File: config.mk
export PLATFORM = sky130hd
export DESIGN_NAME = lsc_access
export DESIGN_NICKNAME = d
export VERILOG_FILES = /design/src/lsc_pkg.sv /design/src/lsc_access.sv
export SDC_FILE = /design/constraint.sdc
export NUM_CORES = 1
export LEC_CHECK = 0
export ABC_AREA = 1
export BUFFER_PORTS_ARGS = -buffer_cell sky130_fd_sc_hd__buf_4
export CAP_MARGIN = 20
export CELL_PAD_IN_SITES_DETAIL_PLACEMENT = 0
export CELL_PAD_IN_SITES_GLOBAL_PLACEMENT = 2
export CORE_AREA = 4 4 448 450
export DETAILED_ROUTE_END_ITERATION = 8
export DIE_AREA = 0 0 452 454
export PLACE_DENSITY = 0.52
export SYNTH_ARGS = -nofsm -noshare
export SYNTH_HDL_FRONTEND = slang
export SYNTH_SLANG_ARGS = --single-unit
File: constraint.sdc
create_clock -name vclk -period 15.7
set_input_delay 1.57 -clock vclk [all_inputs]
set_output_delay 1.57 -clock vclk [all_outputs]
set_load 0.1 [all_outputs]
File: src/lsc_pkg.sv
// ----------------------------------------------------------------------------
// lsc_pkg: shared definitions for the LRU set-associative cache model
// Codes, field widths and the access result record used by the cache modules.
// ----------------------------------------------------------------------------
package lsc_pkg;

  // Default sizing of the line storage.
  localparam int MAX_SET_BITS_DEF = 6;
  localparam int MAX_WAYS_DEF     = 8;

  // Fixed field widths.
  localparam int TAG_W  = 63;
  localparam int ADDR_W = 64;
  localparam int CNT_W  = 32;

  // Request kinds.
  localparam logic [1:0] REQ_LOAD   = 2'd0;
  localparam logic [1:0] REQ_STORE  = 2'd1;
  localparam logic [1:0] REQ_MODIFY = 2'd2;
  localparam logic [1:0] REQ_NONE   = 2'd3;

  // Access outcomes.
  localparam logic [1:0] OUT_HIT   = 2'd0;
  localparam logic [1:0] OUT_FILL  = 2'd1;
  localparam logic [1:0] OUT_EVICT = 2'd2;

  // Configuration register indexes.
  localparam logic [1:0] REG_SET_BITS   = 2'd0;
  localparam logic [1:0] REG_BLOCK_BITS = 2'd1;
  localparam logic [1:0] REG_WAYS       = 2'd2;

  // Outcome of one access, handed from the update logic to the control.
  typedef struct packed {
    logic       hit;
    logic       miss;
    logic       evict;
    logic [1:0] outcome;
  } acc_res_t;

endpackage

File: src/lsc_access.sv
// ----------------------------------------------------------------------------
// lsc_access: one cache access on a set row
// Tag lookup, fill or victim choice, and the LRU rank update.
// ----------------------------------------------------------------------------
module lsc_access #(
  parameter int MAX_WAYS = 8,
  parameter int RW       = 3,
  parameter int WAYS_CW  = 4,
  parameter int ROW_W    = 536
) (
  input  logic [ROW_W-1:0]          row_in,
  input  logic [lsc_pkg::TAG_W-1:0] tag,
  input  logic [WAYS_CW-1:0]        ways,
  output logic [ROW_W-1:0]          row_out,
  output lsc_pkg::acc_res_t         res
);

  localparam int WAY_W = lsc_pkg::TAG_W + RW + 1;
  localparam logic [RW-1:0] MAX_RANK = RW'(MAX_WAYS - 1);

  logic [lsc_pkg::TAG_W-1:0] w_tag  [MAX_WAYS];
  logic [RW-1:0]             w_rank [MAX_WAYS];
  logic [MAX_WAYS-1:0]       w_vld;
  logic [MAX_WAYS-1:0]       w_use;
  logic                      hit_any;
  logic                      inv_any;
  logic [RW-1:0]             hit_way;
  logic [RW-1:0]             inv_way;
  logic [RW-1:0]             victim;
  logic [RW-1:0]             sel;
  logic                      sel_vld;
  logic [RW-1:0]             limit;

  // Unpack the row and mark the ways in use.
  always_comb begin
    for (int i = 0; i < MAX_WAYS; i++) begin
      w_tag[i]  = row_in[i*WAY_W +: lsc_pkg::TAG_W];
      w_rank[i] = row_in[i*WAY_W + lsc_pkg::TAG_W +: RW];
      w_vld[i]  = row_in[i*WAY_W + lsc_pkg::TAG_W + RW];
      w_use[i]  = WAYS_CW'(i) < ways;
    end
  end

  // Lowest hitting way, lowest empty way, and the least recent way.
  always_comb begin
    hit_any = 1'b0;
    inv_any = 1'b0;
    hit_way = '0;
    inv_way = '0;
    victim  = '0;
    for (int i = 0; i < MAX_WAYS; i++) begin
      if (!hit_any && w_use[i] && w_vld[i] && w_tag[i] == tag) begin
        hit_any = 1'b1;
        hit_way = RW'(i);
      end
      if (!inv_any && w_use[i] && !w_vld[i]) begin
        inv_any = 1'b1;
        inv_way = RW'(i);
      end
      if (i > 0 && w_use[i] && w_rank[i] > w_rank[victim]) begin
        victim = RW'(i);
      end
    end
  end

  // Pick the way to touch and report what happened.
  always_comb begin
    priority if (hit_any) begin
      sel = hit_way;
      res = '{hit: 1'b1, miss: 1'b0, evict: 1'b0, outcome: lsc_pkg::OUT_HIT};
    end else if (inv_any) begin
      sel = inv_way;
      res = '{hit: 1'b0, miss: 1'b1, evict: 1'b0, outcome: lsc_pkg::OUT_FILL};
    end else begin
      sel = victim;
      res = '{hit: 1'b0, miss: 1'b1, evict: 1'b1, outcome: lsc_pkg::OUT_EVICT};
    end
    sel_vld = w_vld[sel];
    limit   = w_rank[sel];
  end

  // Make the touched line most recent, writing its tag on a miss, and age the lines that were more recent than it.
  always_comb begin
    row_out = row_in;
    for (int i = 0; i < MAX_WAYS; i++) begin
      if (RW'(i) == sel) begin
        row_out[i*WAY_W + lsc_pkg::TAG_W +: RW] = '0;
        row_out[i*WAY_W + lsc_pkg::TAG_W + RW]  = 1'b1;
        if (!hit_any) begin
          row_out[i*WAY_W +: lsc_pkg::TAG_W] = tag;
        end
      end else if (w_use[i] && w_vld[i] && (!sel_vld || w_rank[i] < limit) &&
                   w_rank[i] != MAX_RANK) begin
        row_out[i*WAY_W + lsc_pkg::TAG_W +: RW] = w_rank[i] + 1'b1;
      end
    end
  end

endmodule
Word level (Yosys, flattened, before mapping)

Cells that the tools add are included.

Bits in registers: 0
Bits of input ports: 603
Output and inout bits: 541

Add/sub/neg operators: 8
Magnitude comparators: 31
Equality and inequality tests: 23
Mux-type cells: 104
Bitwise operators: 7
Reduce and logical (&&, ||, !) cells: 100

Operator list:

| kind                  | count |
|---|---|
| $mux W63              | 16 |
| $eq A63 B63 Y1        | 8 |
| $mux W3               | 51 |
| $logic_and A1 B1 Y1   | 68 |
| $bmux W3 S3           | 7 |
| $ge A4 B4 Y1 const B  | 7 |
| $mux W1               | 28 |
| $not A3 Y4            | 7 |
| $add A3 B1 Y3 const B | 8 |
| $lt A3 B3 Y1          | 8 |
| $ne A3 B3 Y1 const B  | 8 |
| $logic_not A1 Y1      | 23 |
| $gt A3 B3 Y1          | 7 |
| $lt A3 B4 Y1 const A  | 4 |
| $eq A3 B3 Y1 const A  | 4 |
| $logic_or A1 B1 Y1    | 8 |
| $lt A1 B4 Y1 const A  | 2 |
| $lt A2 B4 Y1 const A  | 2 |
| $eq A2 B3 Y1 const A  | 2 |
| $mux W5               | 1 |
| $lt A3 B4 Y1 const B  | 1 |
| $bmux W1 S3           | 1 |
| $eq A1 B3 Y1 const A  | 1 |
| $logic_not A3 Y1      | 1 |

Depth between registers and ports, before layout

Depth in word-level cells: 57
Depth in mapped cells: 79

Least setup slack after synthesis

Ideal clock, no wire load.

Path kind: input to output
Start: input row_in[65]
End: output row_out[441]
Arrival time: 12.067 ns
Data required time: 14.130 ns
Setup slack: 2.063 ns
Stages: 65
Path buffers: 5
Cells stage by stage: inv_1 > ha_1 > nand2_1 > o21ai_1 > nand3_2 > nand2_1 > o21ai_0 > ha_1 > nand2_1 > o21ai_0 > nand3_2 > nand2_1 > o21ai_0 > ha_1 > nand2_1 > o21ai_0 > nand3_1 > o21ai_2 > [29 not listed] > a22oi_1 > ha_1 > nand2_1 > nor2_1 > a211oi_1 > nor3_1 > inv_1 > nand2_1 > nand3_2 > nand3_4 > buf_6 > nor2_2 > inv_2 > nor2_1 > inv_2 > nor2_2 > buf_2 > o21ai_0

Cells in the longest elaborated chain, start to end: 49

RTL lines:

| element                                     | line             | RTL |
|---|---|---|
| start: declaration                          | lsc_access.sv:11 | `input logic [ROW_W-1:0] row_in,` |
| $gt A3 B3 Y1                                | lsc_access.sv:60 | `if (i > 0 && w_use[i] && w_rank[i] > w_rank[victim]) begin` |
| $logic_and A1 B1 Y1                         | lsc_access.sv:60 |  |
| $mux W1                                     | lsc_access.sv:60 |  |
| $not A3 Y4 (implied by the code)            | lsc_access.sv:60 |  |
| $bmux W3 S3                                 | lsc_access.sv:60 |  |
| $mux W3 (implied by the code) (2 in series) | lsc_access.sv:60 |  |
| $gt A3 B3 Y1                                | lsc_access.sv:60 |  |
| $logic_and A1 B1 Y1                         | lsc_access.sv:60 |  |
| [31 not listed]                             | --               |  |
| $mux W3 (implied by the code) (2 in series) | lsc_access.sv:60 |  |
| $gt A3 B3 Y1                                | lsc_access.sv:60 |  |
| $logic_and A1 B1 Y1                         | lsc_access.sv:60 |  |
| $mux W3 *                                   | lsc_access.sv:60 |  |
| $mux W3 *                                   | lsc_access.sv:71 | `end else if (inv_any) begin` |
| $mux W3 *                                   | lsc_access.sv:68 | `priority if (hit_any) begin` |
| $eq A3 B3 Y1 *                              | lsc_access.sv:86 | `if (RW'(i) == sel) begin` |
| $mux W63 *                                  | lsc_access.sv:86 |  |
| end: declaration                            | lsc_access.sv:14 | `output logic [ROW_W-1:0] row_out,` |

Every way passes the cells marked *; elsewhere a longest branch is shown, timed or not. The select of a mux whose other input is x is not followed.

Worst setup path in the final report

Start: input row_in[64]
End: output row_out[258]

Cells in the longest elaborated chain, start to end: 49

RTL lines:

| element                                     | line |
|---|---|
| $gt A3 B3 Y1                                | lsc_access.sv:60 |
| $logic_and A1 B1 Y1                         | lsc_access.sv:60 |
| $mux W1                                     | lsc_access.sv:60 |
| $not A3 Y4 (implied by the code)            | lsc_access.sv:60 |
| $bmux W3 S3                                 | lsc_access.sv:60 |
| $mux W3 (implied by the code) (2 in series) | lsc_access.sv:60 |
| $gt A3 B3 Y1                                | lsc_access.sv:60 |
| $logic_and A1 B1 Y1                         | lsc_access.sv:60 |
| [31 not listed]                             | -- |
| $mux W3 (implied by the code) (2 in series) | lsc_access.sv:60 |
| $gt A3 B3 Y1                                | lsc_access.sv:60 |
| $logic_and A1 B1 Y1                         | lsc_access.sv:60 |
| $mux W3 *                                   | lsc_access.sv:60 |
| $mux W3 *                                   | lsc_access.sv:71 |
| $mux W3 *                                   | lsc_access.sv:68 |
| $eq A2 B3 Y1 *                              | lsc_access.sv:86 |
| $mux W63 *                                  | lsc_access.sv:86 |

Marks and branches as above.

==> metrics.md <==
| Metric | Value |
|---|---|
| Vert. Die Dim | 454 um |
| Worst setup EP type | output pin |
| Final Hold Fails | 0 |
| Via/cell ratio | 4.20 |
| GRT overflow | 0 |
| Final-report setup violation count | 0 |
| Status | complete, no violations |
| CP bufs+invs | 7 |
| Tcrit/Tclk final | 0.934 |
| Drt first pass iters | 6 |
| DRT antenna net count | 0 |
| Flip-flop and latch count | 0 |
| Detailed placement HPWL | 262000 um |
| Via count | 30800 |
| Hold Crit Class | input pin to output pin |
| CP peak stage delay | 810 ps |
| Residual DRC | 0 |
| Global-route wire length before repair | 371000 um |
| Cell taking the most area after synthesis | nand2_1 |
| Max FO, Critical Path | 21 |
| Wirelength, routed | 306000 um |
| Top cells by area, synth | nand2_1, o21ai_0, nor2_1, xnor2_1, xor2_1 |
| All-Layer GR Usage | 0.283 |
| Avg WL per Cell | 41.7 um |
| Critical Path RT | 14130 ps |
| Max Fclk | 68.2 MHz |
| Min Clock Period, post-route | 14670 ps |
| Top Ports | 1144 |
| CP max-delay cell | o21ai_0 |
| Max_slew headroom | 0.234 |
| Max Cap Viol | 0 |
| Family with the most delay on the worst path | compound AO/OA/AOI/OAI gates |
| Clkbuf count | 0 |
| Syn_area_per_cell | 4.75 um2 |
| Rows | 163 |
| Synthesized area | 17200 um2 |
| Worst Slack Setup Final | 1030 ps |
| Max-slew violations | 0 |
| Post-Syn Nets | 4275 |
| CORE AREA | 197000 um2 |
| Synth warnings | 0 |
| Share of the synthesized area in the top cell type | 0.331 |
| Initial Utilization | 0.0877 |
| Die width | 452 um |
| Largest net degree at the start of global routing | 85 |
| Place WS | 613 ps |
| Startpoint of the worst hold path | row_in[458] |
| DRT iter0 DRCs | 3173 |
| Count leader, synth | nand2_1 |
| Unique cell type count in the Yosys netlist | 46 |
| Sequential fraction of the synthesis area | 0 |
| Arr. time, crit path | 13100 ps |
| Vias in the first global route | 29700 |
| Crit Path Class | input pin to output pin |
| Area overhead of the layout relative to synthesis | 69.5% |
| Initial antenna violation count | 100 |
| FF/Latch Area | 0 um2 |
| Worst setup SP type | input pin |
| Gate Count Post-Synth | 3627 |
| Share of cells above drive strength 1 | 0.303 |
| RSZ-0062 raised after global routing | false |
| Least-Margin Pin Slew | 1150 ps |
| Die area | 205000 um2 |
| IO buf count | 1144 |
| Fill count | 23500 |
| Final nets | 5292 |
| Routability cong. | 0.892 |
| CTS Hold Buffers Added | 0 |
| Post-synth top cells | nand2_1, o21ai_0, nor2_1 |
| Post-Route Setup TNS | 0 ps |
| CP startpoint | row_in[64] |
## final timing paths
check	end	slack, ps	cells after the start
min	row_out[458]	3590	4
max	row_out[258]	1030	64
## area by class of cell
type	instances	area, um2	share of cell area
repair buffers	1231	9430	0.323
multi-input cells	3062	15000	0.514
inverters	349	1320	0.0453
diodes	54	135	0.00462
well taps	2640	3300	0.113
## logic make-up after synthesis
logic type,count (synthesis),share of synthesized area
XOR/XNOR,276,0.140
AO/OA/AOI/OAI,684,0.211
adder cells (fa/ha/maj),45,0.0327
buffers and inverters,565,0.142
AND/OR/NAND/NOR,2057,0.475
## routing by layer
layer  global-route usage  part of all wire  vias to the layer above
met3               0.0421             0.056                      228
met5                    0           0.00020                        -
met4               0.0821             0.032                       10
met2                0.506              0.50                     1585
li1                     -                 -                    13500
met1                0.348              0.41                    15500
## tightest hold or removal path, delay by kind of cell
family	cells	cell delay [ps]
AND/OR/NAND/NOR	1	50
AO/OA/AOI/OAI	1	60
buffers and inverters	2	340
## per-stage QoR
step                      instances  hold WS (ps)  utilization  instance area [um2]
after global routing           7310          3600        0.148                29200
after CTS                      7277          3600        0.147                29000
after detailed placement       7277          3590        0.147                29000
after floorplan                3627          3560            -                17200
after global placement         7273          3600        0.147                28900
final                          7336          3590        0.149                29200
## cells in the final DEF (no fill, tap or decap), drive strengths merged, types with 28 or more instances in the layout
cell   synthesis  layout
xor2         136     136
nand2       1540    1540
nand4         44      44
ha            45      45
nor2         359     359
xnor2        140     140
a21oi         28      28
buf          142    1231
diode          0      54
nand3         83      83
o21ai        572     572
inv          346     345
o22ai         45      45
## timing repair
action                     CTS  global route
setup endpoints to repair    0           256
setup buffers                0             5
resized for setup            0            14
